**src/hdl/chip_pkg.sv**
```systemverilog
// Package: constants, codes and types shared by the chained hash index pool.
`timescale 1ns / 1ps
package chip_pkg;
  localparam int BUCKET_COUNT = 1024;
  localparam int POOL_ENTRIES = 4096;
  localparam int TAG_BITS     = 12;
  localparam int LINK_W       = 20;
  localparam int IDX_W        = $clog2(POOL_ENTRIES);
  localparam int STEP_W       = IDX_W + 1;
  localparam int BKT_W        = $clog2(BUCKET_COUNT);
  localparam int NB_W         = 11;
  localparam int ID_W         = 32;
  localparam int LOC_W        = 32;
  localparam int HITS_W       = 8;
  localparam int DIV_CNT_W    = $clog2(ID_W);
  localparam logic [LINK_W-1:0] LINK_NONE = 20'hfffff;

  localparam logic [1:0] CMD_LOOKUP = 2'd0;
  localparam logic [1:0] CMD_COUNT  = 2'd1;
  localparam logic [1:0] CMD_INSERT = 2'd2;
  localparam logic [1:0] CMD_REMOVE = 2'd3;

  localparam logic [1:0] ST_OK   = 2'd0;
  localparam logic [1:0] ST_MISS = 2'd1;
  localparam logic [1:0] ST_FULL = 2'd2;

  typedef struct packed {
    logic                valid;
    logic [LINK_W-1:0]   link;
    logic [HITS_W-1:0]   hits;
    logic [LOC_W-1:0]    loc;
    logic [TAG_BITS-1:0] tag;
  } entry_t;

  typedef enum logic [3:0] {
    S_CLEAR, S_IDLE, S_DIV, S_HEAD, S_LOOK, S_CHK,
    S_UNLINK, S_ALLOC, S_LINK, S_DONE
  } state_t;
endpackage

```
**src/hdl/chip_mod.sv**
```systemverilog
// Bit-serial modulo unit: bucket id reduced by the bucket count.
`timescale 1ns / 1ps
module chip_mod
  import chip_pkg::*;
(
  input  logic            clk,
  input  logic            rst_n,
  input  logic            start,
  input  logic [ID_W-1:0] dividend,
  input  logic [NB_W-1:0] divisor,
  output logic            done,
  output logic [NB_W-1:0] rem
);
  logic                 busy_r;
  logic                 done_r;
  logic [DIV_CNT_W-1:0] cnt_r;
  logic [ID_W-1:0]      dvd_r;
  logic [NB_W-1:0]      rem_r;
  logic [NB_W-1:0]      dsr_r;
  logic [NB_W:0]        t;
  logic                 ge;
  logic [NB_W-1:0]      rem_nxt;

  always_comb begin
    t       = {rem_r, dvd_r[ID_W-1]};
    ge      = t >= {1'b0, dsr_r};
    rem_nxt = ge ? NB_W'(t - {1'b0, dsr_r}) : t[NB_W-1:0];
  end

  always_ff @(posedge clk) begin
    if (!rst_n) begin
      busy_r <= 1'b0;
      done_r <= 1'b0;
      cnt_r  <= '0;
    end else begin
      done_r <= busy_r && !start && (cnt_r == DIV_CNT_W'(ID_W - 1));
      if (start) begin
        busy_r <= 1'b1;
        cnt_r  <= '0;
      end else if (busy_r) begin
        cnt_r <= cnt_r + 1'b1;
        if (cnt_r == DIV_CNT_W'(ID_W - 1)) begin
          busy_r <= 1'b0;
        end
      end
    end
  end

  always_ff @(posedge clk) begin
    if (start) begin
      dvd_r <= dividend;
      dsr_r <= divisor;
      rem_r <= '0;
    end else if (busy_r) begin
      dvd_r <= {dvd_r[ID_W-2:0], 1'b0};
      rem_r <= rem_nxt;
    end
  end

  assign done = done_r;
  assign rem  = rem_r;
endmodule
```
**config.mk**
```make
export PLATFORM = sky130hd
export DESIGN_NAME = chip_mod
export DESIGN_NICKNAME = d
export VERILOG_FILES = /design/src/hdl/chip_pkg.sv /design/src/hdl/chip_mod.sv
export SDC_FILE = /design/constraint.sdc
export NUM_CORES = 1
export LEC_CHECK = 0
export BUFFER_PORTS_ARGS = -buffer_cell sky130_fd_sc_hd__buf_2
export CORE_UTILIZATION = 45
export CTS_BUF_LIST = sky130_fd_sc_hd__clkbuf_4 sky130_fd_sc_hd__clkbuf_8
export CTS_CLUSTER_SIZE = 16
export DETAILED_ROUTE_END_ITERATION = 16
export PLACE_DENSITY = 0.79
export SETUP_SLACK_MARGIN = 0.3
export SYNTH_ARGS = -nofsm -noshare
export SYNTH_HDL_FRONTEND = slang
export SYNTH_SLANG_ARGS = --single-unit
```
**constraint.sdc**
```tcl
create_clock -name clk -period 2.7 [get_ports clk]
set_input_delay 0 -clock clk [delete_from_list [all_inputs] [get_ports clk]]
set_output_delay 0 -clock clk [all_outputs]
set_load 0.03 [all_outputs]
```
# Yosys cells after proc, flatten, opt, wreduce, memory -nomap -nowiden
# Index checks and enable logic that the tools add are counted.
# W data, S select, Z words.
# totals
regBits	61
input_bits	46
output_inout_bits	12
wordCells	22
# classes
n_addsub	2
n_lt_le_gt_ge	1
eq_ne	1
mux	6
n_bitwise	1
n_reduce_logical	5
# op_table
operator	count
$mux W32	2
$ge A12 B11 Y1	1
$mux W11	1
$sub A11 B11 Y11	1
$add A5 B1 Y5 const B	1
$eq A5 B5 Y1 const B	1
$mux W1	3
$logic_and A1 B1 Y1	2
$reduce_bool A2 Y1	1
$reduce_or A2 Y1	1
$logic_not A1 Y1	1
$not A1 Y1	1

# Longest topological paths before layout
# Gate-level depths: netlist of the first run.
# logic_depth
word_depth	4
mapped_depth	9
mapped_depth_nobuf	9

# Least setup slack after synthesis of the first run
# Ideal clock, no wire load.
# synth_timing
path_type	reg2reg
from	register rem_r[0] (netlist: rem[0])
to	register rem_r[6] (netlist: rem[6])
arrival_ns	2.459
t_required_ns	2.621
path_slack_ns	0.161
stages_incl_launch_ff	9
period_less_slack_ns	2.539
cell_sequence	dfxtp_1 inv_1 fa_1 nand2b_2 o2bb2ai_2 a211o_1 and2_4 or3b_1 a211oi_2
# synth_between
elab_chain_len	2
elab_cells_between_ends	3
# synth_lines
item	line	rtl
start: declaration	chip_mod.sv:18	logic [NB_W-1:0] rem_r;
start signal: assignment	chip_mod.sv:56	rem_r <= rem_nxt;
$sub A11 B11 Y11 / $ge A12 B11 Y1 (equally long branches)	chip_mod.sv:27, chip_mod.sv:26	
$mux W11 *	chip_mod.sv:27	rem_nxt = ge ? NB_W'(t - {1'b0, dsr_r}) : t[NB_W-1:0];
# Every way passes the cells marked *; elsewhere a longest branch is shown, timed or not.
# A chain may end at the register's enable or synchronous reset.

# Worst setup path in the final report of the first run
# layout_timing
from	register rem_r[7] (netlist: rem[7])
to	register rem_r[6] (netlist: rem[6])
# layout_between
elab_chain_len	2
# layout_lines
item	line	rtl
$ge A12 B11 Y1	chip_mod.sv:26	ge = t >= {1'b0, dsr_r};
$mux W11	chip_mod.sv:27	
# Every way passes these cells.

==> results.py, run 1 <==
metrics = {
    "status": {
        "outcome": "completed",
    },
    "timing": {
        "setup-tns-final_ps": 0,
        "setup_slack_ps": 284,
        "setup_viol": 0,
        "drv_slew": 0,
        "worst_slew_pin_slew_ps": 562,
        "max_freq_ghz": 0.414,
        "max-slew-margin-rel_pct": 62.1,
        "fin_crit_sh_pct": 89.5,
        "whs_ps": 70.7,
        "period_needed_ps": 2420,
        "fin_skew_ps": 11.4,
        "finalHoldViolations": 0,
        "rsz0062_at_grt": "true",
    },
    "final_layout": {
        "layout.cells.non_filler": 448,
        "multi_input_area_um2": 1320,
        "fin_nets": 426,
        "n_antenna_cell": 0,
        "nFillCells": 468,
        "seq_area_um2": 1660,
        "drive_above_1_share_pct": 36.1,
        "area_delta_synth_final_pct": 41.4,
        "fin_util_pct": 66.0,
    },
    "global_routing": {
        "grt.overflow.total": 0,
        "grt_pass1_vias": 2369,
        "track_usage_pct": 19.9,
        "grt_pass1_wl_mm": 10.8,
        "antenna_found_initial": 0,
        "grt_max_degree": 37,
    },
    "floorplan": {
        "start_util_pct": 46.7,
        "std_cell_rows": 29,
        "num_io_pins": 58,
        "core_um2": 6390,
        "die_x_um": 83.4,
        "fp.dieH_um": 83.4,
        "dieArea_um2": 6960,
    },
    "power": {
        "p_leak_nw": 1.79,
        "powerDensity_nw_per_um2": 594,
        "vdd_drop_max_uv": 423,
    },
    "synth": {
        "synth-edff-count": 43,
        "syn_inst": 244,
        "yosysTopAreaCell": "edfxtp_1",
        "synth_cell_types": 44,
        "synthTopCellsByArea": "edfxtp_1 43%, mux2_2 12%, dfxtp_1 12%",
        "synth-seq-area-share_pct": 55.4,
        "synth_fp_nets": 304,
        "ys_warn_count": 0,
        "avgSynthCellArea_um2": 12.2,
        "ys_async_sr_fraction_pct": 0,
        "synth_ff_type": "edfxtp_1",
        "ys_ff_latch": 61,
        "synth_top_area_share_pct": 43.3,
        "syn-cell-area_um2": 2980,
    },
    "worst_setup_path": {
        "worstSetupPathType": "flop to flop",
        "r2r_cells": 8,
        "critical_path_arrival_ps": 2680,
        "r2r_setup_slack_ps": 280,
        "crit_path_end_kind": "flop",
        "crit_fanout": 6,
        "worstPathRequired_ps": 2970,
        "r2r-end": "rem[6]$_SDFFE_PP0P_",
        "startpoint_type": "flop",
        "r2r-start": "rem[7]$_SDFFE_PP0P_",
    },
    "place": {
        "hpwl_mm": 4.22,
        "gp_congestion": 0.881,
        "portBuffers": 57,
        "pre_cts_slack_ps": 120,
        "dp.cells": 377,
    },
    "hold_path": {
        "whs_endpoint": "rem[6]$_SDFFE_PP0P_",
        "min_delay_path_depth": 2,
        "min-delay-start": "start",
        "min_path_type": "input port to flop",
    },
    "cts": {
        "clk_pin_slew_ps": 80,
        "htree_levels": 3,
        "clockRootBuffer": "clkbuf_8",
        "tritoncts": "yes",
        "clockBufferDepth": 2,
        "cts_made_buffers": 9,
        "clock_latency_ps": 340,
        "clock-sinks": 61,
    },
    "detailed_routing": {
        "firstDrtPassIters": 4,
        "antenna_left": 0,
        "drt_iter0_markers": 102,
        "drt_wl_total_mm": 6.87,
        "via_per_inst": 5.22,
        "wl_per_cell_um": 15.3,
        "vias": 2337,
        "drc_errors": 0,
    },
    "job": {
        "drv_cap": 0,
    },
}
[metrics by stage]
| step | instance area, µm² | power, W |
|---|---|---|
| detailed placement | 3380 | 0.00142 |
| floorplan | 2990 | 0.00133 |
| global placement | 3380 | 0.00141 |
| finish | 4220 | 0.00250 |
| global route | 4220 | 0.00259 |
| CTS | 4130 | 0.00249 |
[flip-flops by register name (all words and copies together), names as in the netlist]
register,flops
dsr_r,11
dvd_r,32
rem,11
done,1
cnt_r,5
busy_r,1
[area by class of cell]
| type | instances | area share (%) |
|---|---|---|
| repair buffers | 116 | 19.9 |
| clock inverters | 7 | 2.94 |
| clock buffers | 9 | 2.94 |
| well taps | 77 | 2.28 |
| flip-flops and latches | 61 | 39.3 |
| inverters | 16 | 1.42 |
| multi-input cells | 162 | 31.3 |
[layer usage]
metal | global-route usage (%) | share of wire (%) | vias up
met4 | 10.0 | 1.7 | 0
met2 | 35.5 | 54 | 64
met1 | 22.6 | 40 | 1114
met5 | 0 | 0 | -
li1 | - | - | 1147
met3 | 3.88 | 4.6 | 12
[synthesized netlist by cell type, types with 2 or more instances]
master / instances
edfxtp_1: 43
inv_1: 16
mux2i_1: 2
ha_1: 13
buf_1: 2
o211ai_1: 2
mux2_2: 33
a21oi_1: 12
xor2_1: 4
and3_1: 3
nor2_1: 18
xnor2_1: 3
nor3_1: 3
dfxtp_1: 18
nand2_1: 15
nand4_1: 3
nand2b_1: 4
clkbuf_1: 3
a211oi_1: 2
a22o_1: 3
nor2b_1: 2
or3_1: 2
o221ai_1: 2
o21a_1: 4
o21ai_0: 13
[critical path, stage by stage, from the launching register on]
cell	delay (ps)
dfxtp_1	370
ha_1	380
nand4b_1	250
nor3_1	410
nor3_4	90
buf_4	160
and2_4	150
or3b_1	360
a211oi_2	180
[power by group]
part           internal, W  switching, W
combinational     0.000199      0.000176
sequential         0.00109     0.0000318
clock             0.000617      0.000393
total              0.00190      0.000600
[repair_timing]
action | CTS | global route
buffers inserted | 3 | 8
endpoints found under the setup margin | 3 | 9
resized for setup | 6 | 6
endpoints found under the hold margin | 45 | 0
hold buffers | 44 | 0
pin swaps | 5 | 4
[logic make-up (layout without fill, tap and decap cells)]
family	count (synthesis)	count (layout)	share of synthesized area, %
fa+ha+maj	14	14	6.13
flops	61	61	55.4
compound gates	48	48	11.0
mux	35	35	13.1
buf+inv	21	148	2.64
simple gates	58	58	9.69
xor+xnor	7	7	2.06
[placed cells by master, fill, tap and decap left out, types with 4 or more instances in the layout]
| master | n |
|---|---|
| nand2b_1 | 4 |
| a21oi_1 | 11 |
| xor2_1 | 4 |
| edfxtp_1 | 43 |
| nand2_1 | 15 |
| buf_4 | 15 |
| nor2_1 | 18 |
| o21a_1 | 4 |
| inv_1 | 16 |
| dlygate4sd3_1 | 44 |
| clkbuf_8 | 9 |
| ha_1 | 12 |
| mux2_2 | 31 |
| o21ai_0 | 13 |
| dfxtp_1 | 17 |
| buf_2 | 57 |
[worst max-delay path by stage]
stage	start	end	slack, ps	depth (start not counted)
2_1_floorplan	dvd_r[31]$_DFFE_PP_	rem[6]$_SDFFE_PP0P_	310	9
3_3_place_gp	dvd_r[31]$_DFFE_PP_	rem[4]$_SDFFE_PP0P_	210	9
3_5_place_dp	dvd_r[31]$_DFFE_PP_	rem[3]$_SDFFE_PP0P_	120	9
4_1_cts	dvd_r[31]$_DFFE_PP_	rem[6]$_SDFFE_PP0P_	240	9
5_1_grt	dvd_r[31]$_DFFE_PP_	rem[6]$_SDFFE_PP0P_	230	9
6_report	rem[7]$_SDFFE_PP0P_	rem[6]$_SDFFE_PP0P_	280	8
Power figures use the tool's default switching activity.
==> inputs of run 2 (changes only) <==
Settings changed: HOLD_SLACK_MARGIN from default to 0.05, PLACE_DENSITY 0.79 to default, PLACE_DENSITY_LB_ADDON from default to 0.08.
==> run 2 against run 1 <==
Compared with the run above: clock power decreased by 20%; non-clock buffer count down 6; setup slack better by 120 ps; power fell by 9.4%; wire length shrank 12%; sequential share of layout area up 1.4 points; hold slack improved by 130 ps; register-to-register slack improved by 120 ps; final cell count shrank 1.3%.
==> results.py, run 2 (synthesized netlist as in run 1, its figures left out) <==
metrics = {
    "detailed_routing": {
        "drt_wl_total_mm": 6.02,
        "vias": 2251,
        "wl_per_cell_um": 13.6,
        "via_per_inst": 5.09,
        "firstDrtPassIters": 4,
        "drt_iter0_markers": 111,
        "drc_errors": 0,
        "antenna_left": 0,
    },
    "timing": {
        "worst_slew_pin_slew_ps": 668,
        "setup_slack_ps": 408,
        "setup_viol": 0,
        "max_freq_ghz": 0.436,
        "fin_skew_ps": 7.92,
        "period_needed_ps": 2290,
        "fin_crit_sh_pct": 84.9,
        "finalHoldViolations": 0,
        "max-slew-margin-rel_pct": 55.3,
        "setup-tns-final_ps": 0,
        "drv_slew": 0,
        "rsz0062_at_grt": "false",
    },
    "power": {
        "vdd_drop_max_uv": 416,
        "total_power_w": 0.00227,
        "p_leak_nw": 1.73,
        "powerDensity_nw_per_um2": 557,
    },
    "final_layout": {
        "seq_area_um2": 1660,
        "fin_util_pct": 63.8,
        "drive_above_1_share_pct": 34.0,
        "fin_nets": 420,
        "area_delta_synth_final_pct": 36.6,
        "nFillCells": 531,
        "multi_input_area_um2": 1270,
        "mostFrequentLayoutCell": "buf_2",
        "layout.cells.non_filler": 442,
        "n_antenna_cell": 0,
        "regMostFlops": "dvd_r",
        "largest_register_ffs": 32,
        "mostFrequentLayoutCells": "57 x buf_2, 44 x dlygate4sd3_1, 43 x edfxtp_1, 33 x mux2_2, 18 x nor2_1",
    },
    "cts": {
        "tritoncts": "yes",
        "clockRootBuffer": "clkbuf_8",
        "clk_pin_slew_ps": 60,
        "cts_made_buffers": 9,
        "htree_levels": 3,
        "clockBufferDepth": 2,
        "clock_latency_ps": 330,
        "clock-sinks": 61,
    },
    "worst_setup_path": {
        "startpoint_type": "flop",
        "path_cells": "inv_1 -> ha_2 -> fa_2 -> nand2b_4 -> o2bb2ai_2 -> a211o_1 -> and2_4 -> or3b_1 -> a211oi_2",
        "crit_fanout": 4,
        "cpPeakStageDelay_ps": 370,
        "worstPathRequired_ps": 2950,
        "path_buf_inv": 1,
        "worstSetupPathType": "flop to flop",
        "critPathTopFamily": "simple AND/OR/NAND/NOR gates",
        "crit_path_end_kind": "flop",
        "critical_path_arrival_ps": 2540,
        "slowest_stage": "or3b_1",
    },
    "job": {
        "drv_cap": 0,
    },
    "global_routing": {
        "grt_max_degree": 33,
        "grt_pass1_wl_mm": 10.0,
        "grt_pass1_vias": 2154,
        "grt.overflow.total": 0,
        "antenna_found_initial": 0,
        "track_usage_pct": 18.6,
    },
    "floorplan": {
        "dieArea_um2": 6960,
        "die_x_um": 83.4,
        "std_cell_rows": 29,
        "num_io_pins": 58,
        "core_um2": 6390,
        "fp.dieH_um": 83.4,
        "start_util_pct": 46.7,
    },
    "place": {
        "dp.cells": 377,
        "pre_cts_slack_ps": 157,
        "portBuffers": 57,
        "hpwl_mm": 4.02,
        "gp_congestion": 0.834,
    },
    "hold_path": {
        "min_path_type": "input port to flop",
    },
    "status": {
        "outcome": "completed",
    },
}
[run 2: stage by stage]
stage / hold slack (ps) / cell area (µm²)
after global placement: 176 / 3380
after floorplan: 98.9 / 2990
final: 200 / 4070
after detailed placement: 178 / 3380
after global routing: 211 / 4070
after CTS: 191 / 4070
[run 2: path summary, 6_finish.rpt]
check | endpoint | depth (start not counted) | slack (ps) | start
worst max register to register | rem[6]$_SDFFE_PP0P_ | 9 | 410 | dvd_r[31]$_DFFE_PP_
worst min register to register | rem[9]$_SDFFE_PP0P_ | 2 | 500 | rem[9]$_SDFFE_PP0P_
worst min-delay path | dsr_r[10]$_DFFE_PP_ | 1 | 200 | start
worst max-delay path | rem[6]$_SDFFE_PP0P_ | 9 | 410 | dvd_r[31]$_DFFE_PP_
[run 2: power by group]
group / leakage, nW / switching (W) / total [W] / internal [W]
sequential: 0.577 / 0.0000295 / 0.00112 / 0.00109
combinational: 1.05 / 0.000158 / 0.000341 / 0.000183
clock: 0.0971 / 0.000341 / 0.000811 / 0.000469
[run 2: metal layers]
| metal | track usage [%] | routed length, µm |
|---|---|---|
| met1 | 24.1 | 2810 |
| met2 | 29.6 | 2860 |
| met3 | 6.36 | 307 |
| met4 | 5.64 | 44 |
| met5 | 0 | 0 |
[run 2: area by class of cell]
type / count / share of cell area (%)
Clock buffer: 12 / 3.75
Clock inverter: 4 / 1.20
Inverter: 16 / 1.47
Multi-Input combinational cell: 162 / 31.1
Sequential cell: 61 / 40.6
Tap cell: 77 / 2.36
Timing Repair Buffer: 110 / 19.5
[run 2: timing repair]
item,CTS,global route
endpoints found under the hold margin,50,0
setup endpoints to repair,3,7
pin swaps,3,3
hold buffers,44,0
buffers inserted,5,0
resized for setup,3,1
==> inputs of run 3 (changes only) <==
Clock period 2.7 ns to 2.2 ns, I/O delays scaled along.
==> run 3 against run 2 <==
Compared with the run above: the run now ends with setup timing left; flip-flop and latch count is the same; register-to-register slack lost 500 ps; non-clock buffer count grew 16.
==> results.py, run 3 (synthesized netlist as in run 1, its figures left out) <==
metrics = {
    "status": {
        "outcome": "finished with violations",
        "violations": "setup timing",
    },
    "worst_setup_path": {
        "worstSetupPathType": "flop to flop",
        "crit_path_end_kind": "flop",
        "cpPeakStageDelay_ps": 360,
        "startpoint_type": "flop",
        "slowest_stage": "or3b_1",
        "critical_path.startpoint": "dvd_r[31]$_DFFE_PP_",
        "r2r_setup_slack_ps": -90,
        "worstPathRequired_ps": 2460,
        "r2r_cells": 9,
        "cp-endpoint": "rem[6]$_SDFFE_PP0P_",
        "crit_fanout": 4,
        "path_buf_inv": 1,
        "r2r-start": "dvd_r[31]$_DFFE_PP_",
        "r2r-end": "rem[6]$_SDFFE_PP0P_",
        "critical_path_arrival_ps": 2560,
        "path_cells": "inv_1 -> ha_2 -> fa_2 -> nand2b_4 -> o2bb2ai_2 -> a211o_1 -> and2_4 -> or3b_1 -> a211oi_2",
        "critPathTopFamily": "simple AND/OR/NAND/NOR gates",
        "cp.depth": 9,
    },
    "final_layout": {
        "regMostFlops": "dvd_r",
        "n_antenna_cell": 0,
        "area_delta_synth_final_pct": 44.5,
        "mostFrequentLayoutCells": "57 x buf_2, 44 x dlygate4sd3_1, 43 x edfxtp_1, 31 x mux2_2, 24 x buf_4",
        "drive_above_1_share_pct": 41.5,
        "fin_nets": 436,
        "largest_register_ffs": 32,
        "nFillCells": 523,
        "mostFrequentLayoutCell": "buf_2",
    },
    "cts": {
        "clockBufferDepth": 2,
        "tritoncts": "yes",
        "htree_levels": 3,
        "cts_made_buffers": 9,
        "clock-sinks": 61,
        "clk_pin_slew_ps": 70,
        "clock_latency_ps": 330,
        "clockRootBuffer": "clkbuf_8",
    },
    "hold_path": {
        "min_path_type": "input port to flop",
    },
    "detailed_routing": {
        "drt_wl_total_mm": 6.45,
        "firstDrtPassIters": 4,
        "drc_errors": 0,
        "wl_per_cell_um": 14.1,
        "antenna_left": 0,
        "via_per_inst": 5.15,
        "vias": 2358,
        "drt_iter0_markers": 65,
    },
    "timing": {
        "period_needed_ps": 2290,
        "max-slew-margin-rel_pct": 51.3,
        "setup_slack_ps": -94.7,
        "rsz0062_at_grt": "true",
        "drv_slew": 0,
        "fin_skew_ps": 7.76,
        "setup_viol": 6,
        "setup-tns-final_ps": -288,
        "finalHoldViolations": 0,
        "fin_crit_sh_pct": 104,
        "whs_ps": 134,
        "worst_slew_pin_slew_ps": 728,
        "max_freq_ghz": 0.436,
    },
    "place": {
        "portBuffers": 57,
        "gp_congestion": 0.853,
        "hpwl_mm": 4.30,
    },
    "floorplan": {
        "dieArea_um2": 6960,
        "core_um2": 6390,
        "num_io_pins": 58,
        "std_cell_rows": 29,
        "fp.dieH_um": 83.4,
        "start_util_pct": 46.7,
        "die_x_um": 83.4,
    },
    "global_routing": {
        "track_usage_pct": 20.2,
        "grt.overflow.total": 0,
        "antenna_found_initial": 0,
        "grt_max_degree": 33,
        "grt_pass1_wl_mm": 11.0,
        "grt_pass1_vias": 2471,
    },
    "power": {
        "p_leak_nw": 1.85,
        "powerDensity_nw_per_um2": 690,
        "vdd_drop_max_uv": 616,
    },
    "job": {
        "drv_cap": 0,
    },
}
[run 3: what timing repair did]
item | 4_1_cts | 5_1_grt
pin swaps | 5 | 5
endpoints found under the hold margin | 46 | 0
gates resized for setup | 13 | 8
setup buffers | 4 | 2
hold buffers | 44 | 0
endpoints found under the setup margin | 11 | 42
[run 3: area by class of cell]
class / count / area [µm²] / area share, %
multi-input combinational: 162 / 1360 / 31.5
clock inverter: 4 / 72.6 / 1.68
inverter: 16 / 60.1 / 1.39
timing repair buffer: 126 / 917 / 21.3
clock buffer: 12 / 146 / 3.40
tap: 77 / 96.3 / 2.24
sequential: 61 / 1660 / 38.5
[run 3: layer usage]
metal / global-route usage [%] / vias up / part of all wire, %
met4: 10.0 / 0 / 2.7
li1: - / 1162 / -
met2: 35.5 / 51 / 51
met1: 23.3 / 1128 / 43
met3: 4.17 / 17 / 3.1
met5: 0 / - / 0
[run 3: how the worst min path moves through the flow]
stage | start | endpoint | slack, ps | cells past startpoint
after detailed placement | divisor[10] | dsr_r[10]$_DFFE_PP_ | 180 | 1
after global routing | start | dvd_r[4]$_DFFE_PP_ | 160 | 2
after global placement | divisor[2] | dsr_r[2]$_DFFE_PP_ | 180 | 1
final | start | dvd_r[4]$_DFFE_PP_ | 130 | 2
after CTS | start | dvd_r[4]$_DFFE_PP_ | 140 | 2
after floorplan | divisor[0] | dsr_r[0]$_DFFE_PP_ | 100 | 0
[run 3: through the flow]
stage / worst slack [ps] / util (%) / area, µm² / total power, W / cells
after floorplan: -110 / - / 3010 / 0.00163 / 244
after global placement: -131 / 55.0 / 3510 / 0.00177 / 392
after detailed placement: -147 / 55.0 / 3510 / 0.00178 / 392
after CTS: -96.4 / 66.8 / 4260 / 0.00298 / 456
after global routing: -203 / 67.5 / 4310 / 0.00310 / 458
final: -94.7 / 67.5 / 4310 / 0.00297 / 458
[run 3: report_power, final]
group,internal [W],switching [W],total (W)
Combinational,0.000267,0.000222,0.000489
Sequential,0.00134,0.0000336,0.00137
Clock,0.000675,0.000438,0.00111
[run 3: worst reg2reg max path, cell delays in order (launching register included)]
cell and delay (ps):
edfxtp_1 340, inv_1 50, ha_2 190, fa_2 340, nand2b_4 150, o2bb2ai_2 120
a211o_1 330, and2_4 170, or3b_1 360, a211oi_2 170
